`src/sv/gesr_pkg.sv`:
```
// ----------------------------------------------------------------------------
// Gear estimator package
// Widths, register indexes, microcode fields and the control store.
// ----------------------------------------------------------------------------
`default_nettype none

package gesr_pkg;

   localparam int RPM_W       = 14;
   localparam int SPEED_W     = 8;
   localparam int GEAR_W      = 3;
   localparam int SHIFT_W     = 16;
   localparam int RATIO_W     = 16;
   localparam int WRS_W       = 20;
   localparam int REQ_DATA_W  = 24;
   localparam int RSP_DATA_W  = 40;
   localparam int CSR_INDEX_W = 3;
   localparam int CSR_DATA_W  = 20;

   localparam int MUL_A_W     = 16;
   localparam int MUL_B_W     = 52;
   localparam int PROD_W      = 68;
   localparam int WHEEL_W     = 28;
   localparam int DRIVE_W     = 44;
   localparam int DRIVE_PCT_W = 51;
   localparam int FRAC_W      = 36;
   localparam int LIM_W       = 21;
   localparam int HI_W        = PROD_W - FRAC_W;
   localparam int RATIO_COUNT = 6;

   localparam logic [MUL_A_W-1:0] PCT_SCALE = 16'd100;
   localparam logic [LIM_W-1:0]   PCT_LO    = 21'd87;
   localparam logic [LIM_W-1:0]   PCT_HI    = 21'd113;
   localparam logic [GEAR_W-1:0]  HELD_RESET = 3'd3;
   localparam logic [GEAR_W-1:0]  GEAR_NONE  = 3'd0;

   localparam logic [CSR_INDEX_W-1:0] CSR_RATIO_FIRST  = 3'd0;
   localparam logic [CSR_INDEX_W-1:0] CSR_RATIO_SECOND = 3'd1;
   localparam logic [CSR_INDEX_W-1:0] CSR_RATIO_THIRD  = 3'd2;
   localparam logic [CSR_INDEX_W-1:0] CSR_RATIO_FOURTH = 3'd3;
   localparam logic [CSR_INDEX_W-1:0] CSR_RATIO_FIFTH  = 3'd4;
   localparam logic [CSR_INDEX_W-1:0] CSR_RATIO_SIXTH  = 3'd5;
   localparam logic [CSR_INDEX_W-1:0] CSR_FINAL_DRIVE  = 3'd6;
   localparam logic [CSR_INDEX_W-1:0] CSR_WHEEL        = 3'd7;

   typedef enum logic [3:0] {
      STEP_IDLE,
      STEP_WHEEL,
      STEP_DRIVE,
      STEP_SCALE,
      STEP_GEAR_MUL,
      STEP_GEAR_TEST,
      STEP_HOLD,
      STEP_UP_MUL,
      STEP_DOWN_MUL,
      STEP_EMIT
   } step_type;

   typedef enum logic [2:0] {
      ASEL_NONE,
      ASEL_SPEED,
      ASEL_FINAL,
      ASEL_SCALE,
      ASEL_RATIO_LOOP,
      ASEL_RATIO_UP,
      ASEL_RATIO_DOWN
   } a_sel_type;

   typedef enum logic [1:0] {
      BSEL_WHEEL_CFG,
      BSEL_WHEEL,
      BSEL_DRIVE,
      BSEL_DRIVE_PCT
   } b_sel_type;

   typedef enum logic [2:0] {
      DST_NONE,
      DST_WHEEL,
      DST_DRIVE,
      DST_DRIVE_PCT,
      DST_PROD
   } dst_type;

   typedef enum logic [1:0] {
      JMP_NEXT,
      JMP_WAIT,
      JMP_LOOP,
      JMP_EMIT
   } jmp_type;

   typedef struct packed {
      a_sel_type a_sel;
      b_sel_type b_sel;
      dst_type   dst;
      logic      test;
      logic      hold_upd;
      logic      up_ld;
      logic      emit;
      logic      loop_clr;
      logic      cnt_inc;
      jmp_type   jmp;
      step_type  target;
   } ctl_type;

   localparam ctl_type CTL_NOP = '{
      a_sel:    ASEL_NONE,
      b_sel:    BSEL_WHEEL_CFG,
      dst:      DST_NONE,
      test:     1'b0,
      hold_upd: 1'b0,
      up_ld:    1'b0,
      emit:     1'b0,
      loop_clr: 1'b0,
      cnt_inc:  1'b0,
      jmp:      JMP_NEXT,
      target:   STEP_IDLE
   };

   function automatic ctl_type ctl_rom(step_type s);
      ctl_type c;
      c = CTL_NOP;
      case (s)
         STEP_IDLE: begin
            c.loop_clr = 1'b1;
            c.jmp      = JMP_WAIT;
         end
         STEP_WHEEL: begin
            c.a_sel = ASEL_SPEED;
            c.b_sel = BSEL_WHEEL_CFG;
            c.dst   = DST_WHEEL;
         end
         STEP_DRIVE: begin
            c.a_sel = ASEL_FINAL;
            c.b_sel = BSEL_WHEEL;
            c.dst   = DST_DRIVE;
         end
         STEP_SCALE: begin
            c.a_sel = ASEL_SCALE;
            c.b_sel = BSEL_DRIVE;
            c.dst   = DST_DRIVE_PCT;
         end
         STEP_GEAR_MUL: begin
            c.a_sel = ASEL_RATIO_LOOP;
            c.b_sel = BSEL_DRIVE_PCT;
            c.dst   = DST_PROD;
         end
         STEP_GEAR_TEST: begin
            c.test    = 1'b1;
            c.cnt_inc = 1'b1;
            c.jmp     = JMP_LOOP;
            c.target  = STEP_GEAR_MUL;
         end
         STEP_HOLD: begin
            c.hold_upd = 1'b1;
         end
         STEP_UP_MUL: begin
            c.a_sel = ASEL_RATIO_UP;
            c.b_sel = BSEL_DRIVE;
            c.dst   = DST_PROD;
         end
         STEP_DOWN_MUL: begin
            c.up_ld = 1'b1;
            c.a_sel = ASEL_RATIO_DOWN;
            c.b_sel = BSEL_DRIVE;
            c.dst   = DST_PROD;
         end
         STEP_EMIT: begin
            c.emit   = 1'b1;
            c.jmp    = JMP_EMIT;
            c.target = STEP_IDLE;
         end
         default: begin
            c.jmp    = JMP_EMIT;
            c.target = STEP_IDLE;
         end
      endcase
      return c;
   endfunction

endpackage

`default_nettype wire

```
`src/sv/gear_estimator_shift_rpm.sv`:
```
// A request beat is taken only in the idle step; the single shared 16x52 multiplier
// then steps through each gear under microcode, and a new item is taken only once
// the previous result has been emitted. A finished result sits in the rsp register
// while the next item is taken.
// Reset: synchronous; ratios, final drive and wheel factor clear to 0, held gear to 3.
// ----------------------------------------------------------------------------
// Gear estimator with shift rpm
// Matches measured rpm against expected rpm per gear, reports gear and shift rpms.
// ----------------------------------------------------------------------------
`default_nettype none

module gear_estimator_shift_rpm
   import gesr_pkg::*;
#(
   parameter int GEAR_COUNT = 6
) (
   input  logic                   clock,
   input  logic                   reset,
   input  logic                   req_tvalid,
   output logic                   req_tready,
   // engine_rpm[13:0], vehicle_speed[21:14], zero pad
   input  logic [REQ_DATA_W-1:0]  req_tdata,
   output logic                   rsp_tvalid,
   input  logic                   rsp_tready,
   // gear_found[2:0], upshift_rpm[18:3], downshift_rpm[34:19], zero pad
   output logic [RSP_DATA_W-1:0]  rsp_tdata,
   input  logic                   csr_valid,
   output logic                   csr_ready,
   input  logic [CSR_INDEX_W-1:0] csr_index,
   input  logic [CSR_DATA_W-1:0]  csr_wdata
);

   localparam int CNT_W = (GEAR_COUNT > 1) ? $clog2(GEAR_COUNT) : 1;
   localparam logic [GEAR_W-1:0] GEAR_TOP = GEAR_W'(GEAR_COUNT);

   ctl_type          ctl;
   logic [CNT_W-1:0] cnt;
   logic             accept;
   logic             emit_ok;

   logic [RATIO_W-1:0]     ratio_ff [RATIO_COUNT];
   logic [RATIO_W-1:0]     ratio_in [RATIO_COUNT];
   logic [RATIO_W-1:0]     fd_ff, fd_in;
   logic [WRS_W-1:0]       wrs_ff, wrs_in;
   logic [RPM_W-1:0]       rpm_ff, rpm_in;
   logic [SPEED_W-1:0]     speed_ff, speed_in;
   logic [WHEEL_W-1:0]     w_ff, w_in;
   logic [DRIVE_W-1:0]     fw_ff, fw_in;
   logic [DRIVE_PCT_W-1:0] fw100_ff, fw100_in;
   logic [PROD_W-1:0]      prod_ff, prod_in;
   logic [GEAR_W-1:0]      found_ff, found_in;
   logic [GEAR_W-1:0]      held_ff, held_in;
   logic [SHIFT_W-1:0]     up_ff, up_in;
   logic                   rsp_valid_ff, rsp_valid_in;
   logic [RSP_DATA_W-1:0]  rsp_data_ff, rsp_data_in;

   logic [GEAR_W-1:0]  ridx;
   logic               rok;
   logic               up_ok;
   logic               down_ok;
   logic [RATIO_W-1:0] ratio_rd;
   logic [MUL_A_W-1:0] mul_a;
   logic [MUL_B_W-1:0] mul_b;
   logic [PROD_W-1:0]  prod_c;
   logic [HI_W-1:0]    prod_hi;
   logic               frac_nz;
   logic [LIM_W-1:0]   lo_lim;
   logic [LIM_W-1:0]   hi_lim;
   logic               match;
   logic [SHIFT_W-1:0] sat_rpm;

   gesr_seq #(
      .GEAR_COUNT (GEAR_COUNT),
      .CNT_W      (CNT_W)
   ) u_seq (
      .clock   (clock),
      .reset   (reset),
      .start   (accept),
      .emit_ok (emit_ok),
      .ctl     (ctl),
      .cnt     (cnt)
   );

   assign req_tready = (ctl.jmp == JMP_WAIT);
   assign accept     = req_tvalid && req_tready;
   assign emit_ok    = ctl.emit && (!rsp_valid_ff || rsp_tready);
   assign csr_ready  = 1'b1;
   assign rsp_tvalid = rsp_valid_ff;
   assign rsp_tdata  = rsp_data_ff;

   // operand select
   assign up_ok   = (held_ff >= 3'd1) && (held_ff < GEAR_TOP);
   assign down_ok = (held_ff >= 3'd2) && (held_ff <= GEAR_TOP);

   always_comb begin
      case (ctl.a_sel)
         ASEL_RATIO_UP: begin
            ridx = held_ff;
            rok  = up_ok;
         end
         ASEL_RATIO_DOWN: begin
            ridx = held_ff - 3'd2;
            rok  = down_ok;
         end
         default: begin
            ridx = GEAR_W'(cnt);
            rok  = 1'b1;
         end
      endcase
      ratio_rd = (rok && (ridx < GEAR_W'(RATIO_COUNT))) ? ratio_ff[ridx] : '0;
   end

   always_comb begin
      case (ctl.a_sel)
         ASEL_SPEED:      mul_a = MUL_A_W'(speed_ff);
         ASEL_FINAL:      mul_a = fd_ff;
         ASEL_SCALE:      mul_a = PCT_SCALE;
         ASEL_RATIO_LOOP: mul_a = ratio_rd;
         ASEL_RATIO_UP:   mul_a = ratio_rd;
         ASEL_RATIO_DOWN: mul_a = ratio_rd;
         default:         mul_a = '0;
      endcase
      case (ctl.b_sel)
         BSEL_WHEEL_CFG: mul_b = MUL_B_W'(wrs_ff);
         BSEL_WHEEL:     mul_b = MUL_B_W'(w_ff);
         BSEL_DRIVE:     mul_b = MUL_B_W'(fw_ff);
         BSEL_DRIVE_PCT: mul_b = MUL_B_W'(fw100_ff);
         default:        mul_b = '0;
      endcase
   end

   assign prod_c = PROD_W'(mul_a) * PROD_W'(mul_b);

   // window test: 87*rpm < 100*E/2^36 < 113*rpm
   assign prod_hi = prod_ff[PROD_W-1:FRAC_W];
   assign frac_nz = |prod_ff[FRAC_W-1:0];
   assign lo_lim  = LIM_W'(rpm_ff) * PCT_LO;
   assign hi_lim  = LIM_W'(rpm_ff) * PCT_HI;
   assign match   = ((prod_hi > HI_W'(lo_lim)) || ((prod_hi == HI_W'(lo_lim)) && frac_nz))
                    && (prod_hi < HI_W'(hi_lim));

   assign sat_rpm = (|prod_ff[PROD_W-1:FRAC_W+SHIFT_W]) ? {SHIFT_W{1'b1}}
                                                        : prod_ff[FRAC_W+SHIFT_W-1:FRAC_W];

   always_comb begin
      ratio_in = ratio_ff;
      fd_in    = fd_ff;
      wrs_in   = wrs_ff;
      if (csr_valid && csr_ready) begin
         case (csr_index)
            CSR_RATIO_FIRST:  ratio_in[0] = csr_wdata[RATIO_W-1:0];
            CSR_RATIO_SECOND: ratio_in[1] = csr_wdata[RATIO_W-1:0];
            CSR_RATIO_THIRD:  ratio_in[2] = csr_wdata[RATIO_W-1:0];
            CSR_RATIO_FOURTH: ratio_in[3] = csr_wdata[RATIO_W-1:0];
            CSR_RATIO_FIFTH:  ratio_in[4] = csr_wdata[RATIO_W-1:0];
            CSR_RATIO_SIXTH:  ratio_in[5] = csr_wdata[RATIO_W-1:0];
            CSR_FINAL_DRIVE:  fd_in       = csr_wdata[RATIO_W-1:0];
            CSR_WHEEL:        wrs_in      = csr_wdata[WRS_W-1:0];
            default:          fd_in       = fd_ff;
         endcase
      end
   end

   always_comb begin
      rpm_in   = accept ? req_tdata[RPM_W-1:0] : rpm_ff;
      speed_in = accept ? req_tdata[RPM_W+SPEED_W-1:RPM_W] : speed_ff;
      w_in     = (ctl.dst == DST_WHEEL)     ? prod_c[WHEEL_W-1:0]     : w_ff;
      fw_in    = (ctl.dst == DST_DRIVE)     ? prod_c[DRIVE_W-1:0]     : fw_ff;
      fw100_in = (ctl.dst == DST_DRIVE_PCT) ? prod_c[DRIVE_PCT_W-1:0] : fw100_ff;
      prod_in  = (ctl.dst == DST_PROD)      ? prod_c                  : prod_ff;
      up_in    = ctl.up_ld ? sat_rpm : up_ff;

      found_in = found_ff;
      if (ctl.loop_clr) begin
         found_in = GEAR_NONE;
      end else if (ctl.test && match && (found_ff == GEAR_NONE)) begin
         found_in = GEAR_W'(cnt) + 3'd1;
      end

      held_in = held_ff;
      if (ctl.hold_upd && (found_ff != GEAR_NONE)) begin
         held_in = found_ff;
      end

      rsp_valid_in = rsp_valid_ff;
      rsp_data_in  = rsp_data_ff;
      if (emit_ok) begin
         rsp_valid_in = 1'b1;
         rsp_data_in  = RSP_DATA_W'({sat_rpm, up_ff, found_ff});
      end else if (rsp_tready) begin
         rsp_valid_in = 1'b0;
      end
   end

   always_ff @(posedge clock) begin
      if (reset) begin
         for (int i = 0; i < RATIO_COUNT; i++) begin
            ratio_ff[i] <= '0;
         end
         fd_ff        <= '0;
         wrs_ff       <= '0;
         held_ff      <= HELD_RESET;
         found_ff     <= GEAR_NONE;
         rsp_valid_ff <= 1'b0;
      end else begin
         ratio_ff     <= ratio_in;
         fd_ff        <= fd_in;
         wrs_ff       <= wrs_in;
         held_ff      <= held_in;
         found_ff     <= found_in;
         rsp_valid_ff <= rsp_valid_in;
      end
   end

   always_ff @(posedge clock) begin
      rpm_ff      <= rpm_in;
      speed_ff    <= speed_in;
      w_ff        <= w_in;
      fw_ff       <= fw_in;
      fw100_ff    <= fw100_in;
      prod_ff     <= prod_in;
      up_ff       <= up_in;
      rsp_data_ff <= rsp_data_in;
   end

endmodule

`default_nettype wire

```
`src/sv/gesr_seq.sv`:
```
// ----------------------------------------------------------------------------
// Gear estimator sequencer
// Step counter, gear loop counter and control store lookup.
// ----------------------------------------------------------------------------
`default_nettype none

module gesr_seq
   import gesr_pkg::*;
#(
   parameter int GEAR_COUNT = 6,
   parameter int CNT_W      = 3
) (
   input  logic             clock,
   input  logic             reset,
   input  logic             start,
   input  logic             emit_ok,
   output ctl_type          ctl,
   output logic [CNT_W-1:0] cnt
);

   localparam logic [CNT_W-1:0] CNT_LAST = CNT_W'(GEAR_COUNT - 1);

   step_type         pc_ff, pc_in;
   logic [CNT_W-1:0] cnt_ff, cnt_in;

   always_comb begin
      ctl    = ctl_rom(pc_ff);
      cnt    = cnt_ff;
      pc_in  = pc_ff;
      cnt_in = cnt_ff;
      if (ctl.loop_clr) begin
         cnt_in = '0;
      end else if (ctl.cnt_inc) begin
         cnt_in = cnt_ff + CNT_W'(1);
      end
      case (ctl.jmp)
         JMP_NEXT: pc_in = step_type'(pc_ff + 4'd1);
         JMP_WAIT: begin
            if (start) begin
               pc_in = step_type'(pc_ff + 4'd1);
            end
         end
         JMP_LOOP: begin
            if (cnt_ff != CNT_LAST) begin
               pc_in = ctl.target;
            end else begin
               pc_in = step_type'(pc_ff + 4'd1);
            end
         end
         JMP_EMIT: begin
            if (emit_ok) begin
               pc_in = ctl.target;
            end
         end
         default: pc_in = STEP_IDLE;
      endcase
   end

   always_ff @(posedge clock) begin
      if (reset) begin
         pc_ff  <= STEP_IDLE;
         cnt_ff <= '0;
      end else begin
         pc_ff  <= pc_in;
         cnt_ff <= cnt_in;
      end
   end

endmodule

`default_nettype wire

```
`config.mk`:
```
export PLATFORM = sky130hd
export DESIGN_NAME = gear_estimator_shift_rpm
export DESIGN_NICKNAME = d
export VERILOG_FILES = /design/src/sv/gesr_pkg.sv /design/src/sv/gear_estimator_shift_rpm.sv /design/src/sv/gesr_seq.sv
export SDC_FILE = /design/constraint.sdc
export NUM_CORES = 2
export LEC_CHECK = 0
export CAP_MARGIN = 20
export CORE_UTILIZATION = 45
export DETAILED_ROUTE_END_ITERATION = 16
export DONT_BUFFER_PORTS = 1
export GPL_TIMING_DRIVEN = 0
export MAX_ROUTING_LAYER = met4
export PLACE_DENSITY_LB_ADDON = 0.15
export SLEW_MARGIN = 5
export SYNTH_ARGS = -nofsm -noshare
export SYNTH_HDL_FRONTEND = slang
export SYNTH_SLANG_ARGS = --single-unit
export TNS_END_PERCENT = 1
```
`constraint.sdc`:
```
create_clock -name clock -period 8.61 [get_ports clock]
set_input_delay 0.4305 -clock clock [delete_from_list [all_inputs] [get_ports clock]]
set_output_delay 0.4305 -clock clock [all_outputs]
set_load 0.005 [all_outputs]
```
### After elaboration in Yosys (flattened, before gate mapping)

Index checks and enable logic that the tools add are counted.
Widths: inputs -> output; s select.

| cells by class | value |
|---|---|
| muxes and demuxes | 23 |
| reduce and logical (&&, ||, !) cells | 34 |
| multiply operators | 3 |
| eq/ne operators | 36 |
| bitwise operators | 1 |
| $add $sub $neg | 3 |
| order comparisons | 8 |

Operators by type and width:

| operator | count |
|---|---|
| $pmux 52 s4 | 1 |
| $mul 16x52->68 | 1 |
| $mux 16 | 4 |
| $pmux 16 s4 | 1 |
| $bmux 16 s3 | 1 |
| $pmux 8 s6 | 1 |
| $mul 14x7->21 const B | 2 |
| $reduce_or 36->1 | 1 |
| $eq 32x21->1 | 1 |
| $gt 32x21->1 | 1 |
| $lt 32x21->1 | 1 |
| $eq 3x3->1 const B | 8 |
| $eq 3x2->1 const B | 6 |
| $reduce_and 2->1 | 9 |
| $eq 4x3->1 const B | 4 |
| $pmux 4 s4 | 1 |
| $reduce_or 16->1 | 1 |
| $mux 4 | 3 |
| $logic_and 1x1->1 | 10 |
| $eq 3x1->1 const B | 3 |
| $eq 2x2->1 const B | 4 |
| $eq 4x2->1 const B | 2 |
| $eq 4x4->1 const B | 2 |
| $mux 1 | 7 |
| 28 further kinds | 33 |

| storage, ports and cells | value |
|---|---|
| logic and storage cells | 129 |
| input bits | 52 |
| flip-flop bits (word level) | 410 |

### Longest topological paths before layout

| depth | value |
|---|---|
| depth in word-level cells | 11 |
| mapped depth | 40 |
| mapped depth without buffers | 35 |

### By module

A second synthesis with hierarchy kept.

| second synthesis, totals | value |
|---|---|
| cells, all modules | 4694 |
| area, all modules | 45637.5 µm² |

By module, submodules not included:

| module | cells an instance | times used | area an instance (µm²) |
|---|---|---|---|
| gear_estimator_shift_rpm | 4610 | 1 | 44965.6 |
| gesr_seq | 84 | 1 | 671.9 |

### Worst setup path after synthesis

OpenSTA, ideal clock, no wires.

| timing | value |
|---|---|
| path kind | flip-flop to flip-flop |
| from | register u_seq.pc_ff[0] |
| to | register prod_ff[66] (data pin) |
| cell stages (with the launch flop) | 33 |
| required time | 8.430 ns |
| arrival time | 9.283 ns |
| buffers on the path | 4 |
| slack | -0.853 ns |
| path through | dfxtp_1 inv_1 ha_1 clkbuf_2 nand3b_1 nand2_1 o211ai_1 buf_2 nor2_1 a221oi_2 clkbuf_1 nor2_1 fa_1 inv_1 fa_1 fa_1 inv_1 fa_1 fa_1 inv_1 fa_1 inv_1 ha_1 buf_4 nand3_1 or3_1 or4_4 a31oi_2 a21boi_2 o21ai_2 o211a_1 a2111o_1 o311ai_1 |

| on the way | value |
|---|---|
| cells in the longest elaborated chain, start to end | 11 |
| elaborated cells on any way between the ends | 30 |

Ends and longest elaborated chain:

| element | line | RTL |
|---|---|---|
| start: declaration | gesr_seq.sv:23 | `step_type pc_ff, pc_in;` |
| start signal: assignment | gesr_seq.sv:64 | `pc_ff <= pc_in;` |
| $eq 4x4->1 (tied with other cells) | gesr_pkg.sv:122 | `case (s)` |
| $pmux 8 s6 (*) | gesr_pkg.sv:122 |  |
| $eq 3x3->1 | gear_estimator_shift_rpm.sv:96, gear_estimator_shift_rpm.sv:114 |  |
| $pmux 3 s2 | gear_estimator_shift_rpm.sv:96 | `case (ctl.a_sel)` |
| $not 3->4 (implied by the code) | gear_estimator_shift_rpm.sv:110 | `ratio_rd = (rok && (ridx < GEAR_W'(RATIO_COUNT))) ? ratio_ff[ridx] : '0;` |
| $bmux 16 s3 | gear_estimator_shift_rpm.sv:110 |  |
| $mux 16 (implied by the code) (2 in a row) | gear_estimator_shift_rpm.sv:110 |  |
| $mux 16 | gear_estimator_shift_rpm.sv:110 |  |
| $pmux 16 s4 | gear_estimator_shift_rpm.sv:114 | `case (ctl.a_sel)` |
| $mul 16x52->68 (*) | gear_estimator_shift_rpm.sv:132 | `assign prod_c = PROD_W'(mul_a) * PROD_W'(mul_b);` |
| named net prod_c[66] | gear_estimator_shift_rpm.sv:64 | `logic [PROD_W-1:0] prod_c;` |
| end signal: assignment | gear_estimator_shift_rpm.sv:221 | `prod_ff <= prod_in;` |
| end: declaration | gear_estimator_shift_rpm.sv:50 | `logic [PROD_W-1:0] prod_ff, prod_in;` |

The timed path passes the listed nets; every way through them passes the cells marked *. The select of a mux whose other input is x is not followed.
A chain may end at the register's enable or synchronous reset.

### Final worst setup path

| timing | value |
|---|---|
| from | register u_seq.pc_ff[1] |
| to | register prod_ff[66] (data pin) |

Same word-level chain as after synthesis.

==> metrics.md <==
| Metric | Value |
|---|---|
| Max-cap viol count | 0 |
| Number of flops mapped to enable cells by yosys | 264 |
| Global-route wire length before repair | 236000 um |
| Sum Neg Setup Slack | -16.89 ns |
| Post-Layout Cell Count | 6527 |
| DRC viols | 0 |
| Clock buffer count from CTS | 40 |
| Status | finished, violations left |
| Fin crit period | 9.24 ns |
| Final Setup Violations | 62 |
| Largest net degree at the start of global routing | 54 |
| Vias per inst | 5.47 |
| CTS max path bufs | 3 |
| Worst-path clk slew | 0.07 ns |
| Via Count | 35717 |
| 1st-pass router iterations | 5 |
| FMAX | 108 MHz |
| Nets@finish | 6223 |
| Syn Std Cell Area | 45700 um^2 |
| DIE HEIGHT | 321 um |
| Unrepaired setup endpoints after global routing | true |
| CP Launch Type | register |
| CTS tree | built |
| Seq/Total Area, Yosys | 0.238 |
| Fin Hold WS | 0.0520 ns |
| Worst Max-Slew Pin Slew | 0.942 ns |
| Ports | 95 |
| Core Area | 100000 um^2 |
| Die width | 321 um |
| Synthesized flop and latch total | 410 |
| Arrival time worst endpoint | 9.60 ns |
| DRT iter0 DRCs | 3404 |
| Delay-heaviest family, CP | adder cells |
| Post-route clock skew | 0.0315 ns |
| Final ANT Viol Nets | 0 |
| Crit path buffers/inverters | 12 |
| Crit-path slowest cell | fa_2 |
| Clock Latency Late Sink | 0.58 ns |
| Rows | 116 |
| Wirelength per Cell | 23.9 um |
| Final Hold Fails | 0 |
| Clock sink count | 410 |
| Dpl hpwl | 124000 um |
| Post-Syn Instances | 4929 |
| PortBufs | 0 |
| Most common library cells after synthesis | nand2_1, inv_1, fa_1 |
| Final Power | 13.1 mW |
| Hold WC Path Type | in2reg |
| Static Leakage | 22.3 nW |
| Crit Path Class | reg2reg |
| Post-synth top area share | 0.323 |
| Worst Setup End Kind | register |
| Global router's overall resource usage | 0.320 |
| Synthesis-to-finish area growth | 15.5% |
| Most common cell in the netlist | nand2_1 |
| Async set-reset flop share out of synthesis | 0 |
| Top_reg_cell synth | edfxtp_1 |
| Die ar. | 103000 um^2 |
| Avg Inst Size Synth | 9.27 um^2 |
| Total gr overflow | 0 |
| H-tree Lvls | 2 |
| Failing checks | negative setup slack |
| Maximum vdd ir drop | 0.462 mV |
| Rel. slew slack | 0.367 |
| Fin crit share | 1.07 |
| Setup ws final | -0.632 ns |
| Overall routed net length | 156000 um |
| Placer Congestion | 0.983 |
| Max Slew Vio Count | 0 |
| # placed instances | 6310 |
| P per Cell Area | 249 nW/um^2 |
| Synth area leaders | fa_1, edfxtp_1, ha_1 |
| Worst Path Max Fanout | 10 |
| CP max stage delay | 0.59 ns |
| Cell taking the most area after synthesis | fa_1 |
| Ys Warns | 0 |
| Count of different cell masters after synthesis | 78 |
| Share of layout cells above drive strength 1 | 0.118 |
| Initial antenna violation count | 9 |
| Initial Util | 0.456 |
| CP most frequent cell | fa_1 |
| Worst path required time | 8.97 ns |
| Number of global-route vias before repair | 36514 |
| Clk root buf | clkbuf_16 |
==> placed cells by master (no fill, tap or decap), types with 26 or more instances in the layout <==
cell type  instances
a21oi_1          234
fa_1             715
nor2b_1           31
nand2_1          999
a21o_1            44
or2_2             32
buf_4            122
buf_12            34
clkbuf_1          77
xnor2_1           43
buf_6             39
edfxtp_1         264
and2_1            85
nand2b_1          50
ha_1             285
inv_1            794
o21ai_0           55
nand3_1           64
nor3_1            27
clkbuf_2          39
buf_8             26
dfxtp_1          144
clkbuf_16         46
mux2i_1           65
nor2_1           316
==> kinds of logic (layout without fill, tap and decap cells) <==
logic type | after synthesis | after routing | share of synthesized area
other | 2 | 16 | 0.000164
xor gates and xnor gates | 90 | 90 | 0.0173
and+or+nand+nor | 1726 | 1727 | 0.161
muxes | 68 | 68 | 0.0149
adders and majority gates | 1042 | 1042 | 0.406
buffers and inverters | 1053 | 1279 | 0.0907
DFF | 410 | 410 | 0.238
AOI/OAI and AO/OA | 538 | 538 | 0.0721
==> final timing paths <==
path,end,slack [ns],startpoint,cells after the start
max,prod_ff[66],-0.63,u_seq.pc_ff[1],37
min,wrs_ff[16],0.05,csr_wdata[16],2
max reg2reg,prod_ff[66],-0.63,u_seq.pc_ff[1],37
min reg2reg,rsp_tdata[7],0.42,up_ff[4],0
==> worst register-to-register path, delay by kind of cell, from the launching register on <==
family	cells	cell delay, ns
compound gates	9	1.81
mux	1	0.34
flops	1	0.37
fa+ha+maj	8	3.45
buf+inv	12	1.42
simple gates	7	1.62
==> cell type report <==
class                      instances  area, um^2
multi-input combinational       3471       32100
clock buffer                      55        1100
inverter                         803        3040
timing repair buffer             162        1680
fill                            9351       47500
antenna                           10        25.0
buffer                           240        1990
clock inverter                    18         253
tap                             1357        1700
sequential                       410       10900
timing repair inverter             1        8.76
==> flip-flops by register name, indices dropped and copies added, names as in the netlist <==
name	count
fw_ff	44
rsp_tvalid	1
rpm_ff	14
w_ff	28
up_ff	16
u_seq.pc_ff	4
fw100_ff	51
speed_ff	8
u_seq.cnt	3
rsp_tdata	35
found_ff	3
held_ff	3
prod_ff	68
fd_ff	16
ratio_ff	96
wrs_ff	20
==> metrics by stage <==
stage	util	setup WS (ns)	area (um^2)
global route	0.526	-0.866	52700
finish	0.526	-0.632	52700
floorplan	-	0.000663	45700
global placement	0.473	-4.01	47400
detailed placement	0.475	-3.38	47700
CTS	0.521	-0.511	52200
==> power by group <==
| part | internal [mW] | total, mW | switching [mW] |
|---|---|---|---|
| registers | 2.40 | 2.55 | 0.146 |
| clock network | 1.08 | 1.87 | 0.787 |
| logic | 3.62 | 8.69 | 5.07 |
| total | 7.10 | 13.1 | 6.01 |
==> routing by layer <==
layer / vias up / part of all wire / track usage / wire length [um]
met5: - / 0 / - / 0
met4: 0 / 0.050 / 0.131 / 7860
met3: 306 / 0.077 / 0.0448 / 12000
met2: 1461 / 0.44 / 0.481 / 69200
met1: 18132 / 0.43 / 0.434 / 67000
li1: 15818 / - / - / -
==> repair_timing <==
action	in CTS	in global routing
pin swaps	117	47
endpoints found under the hold margin	25	0
cloned	8	0
hold buffers	25	0
resized for setup	498	79
endpoints found under the setup margin	159	119
setup buffers	97	12
Note: power is estimated with default switching activity, not from simulation.
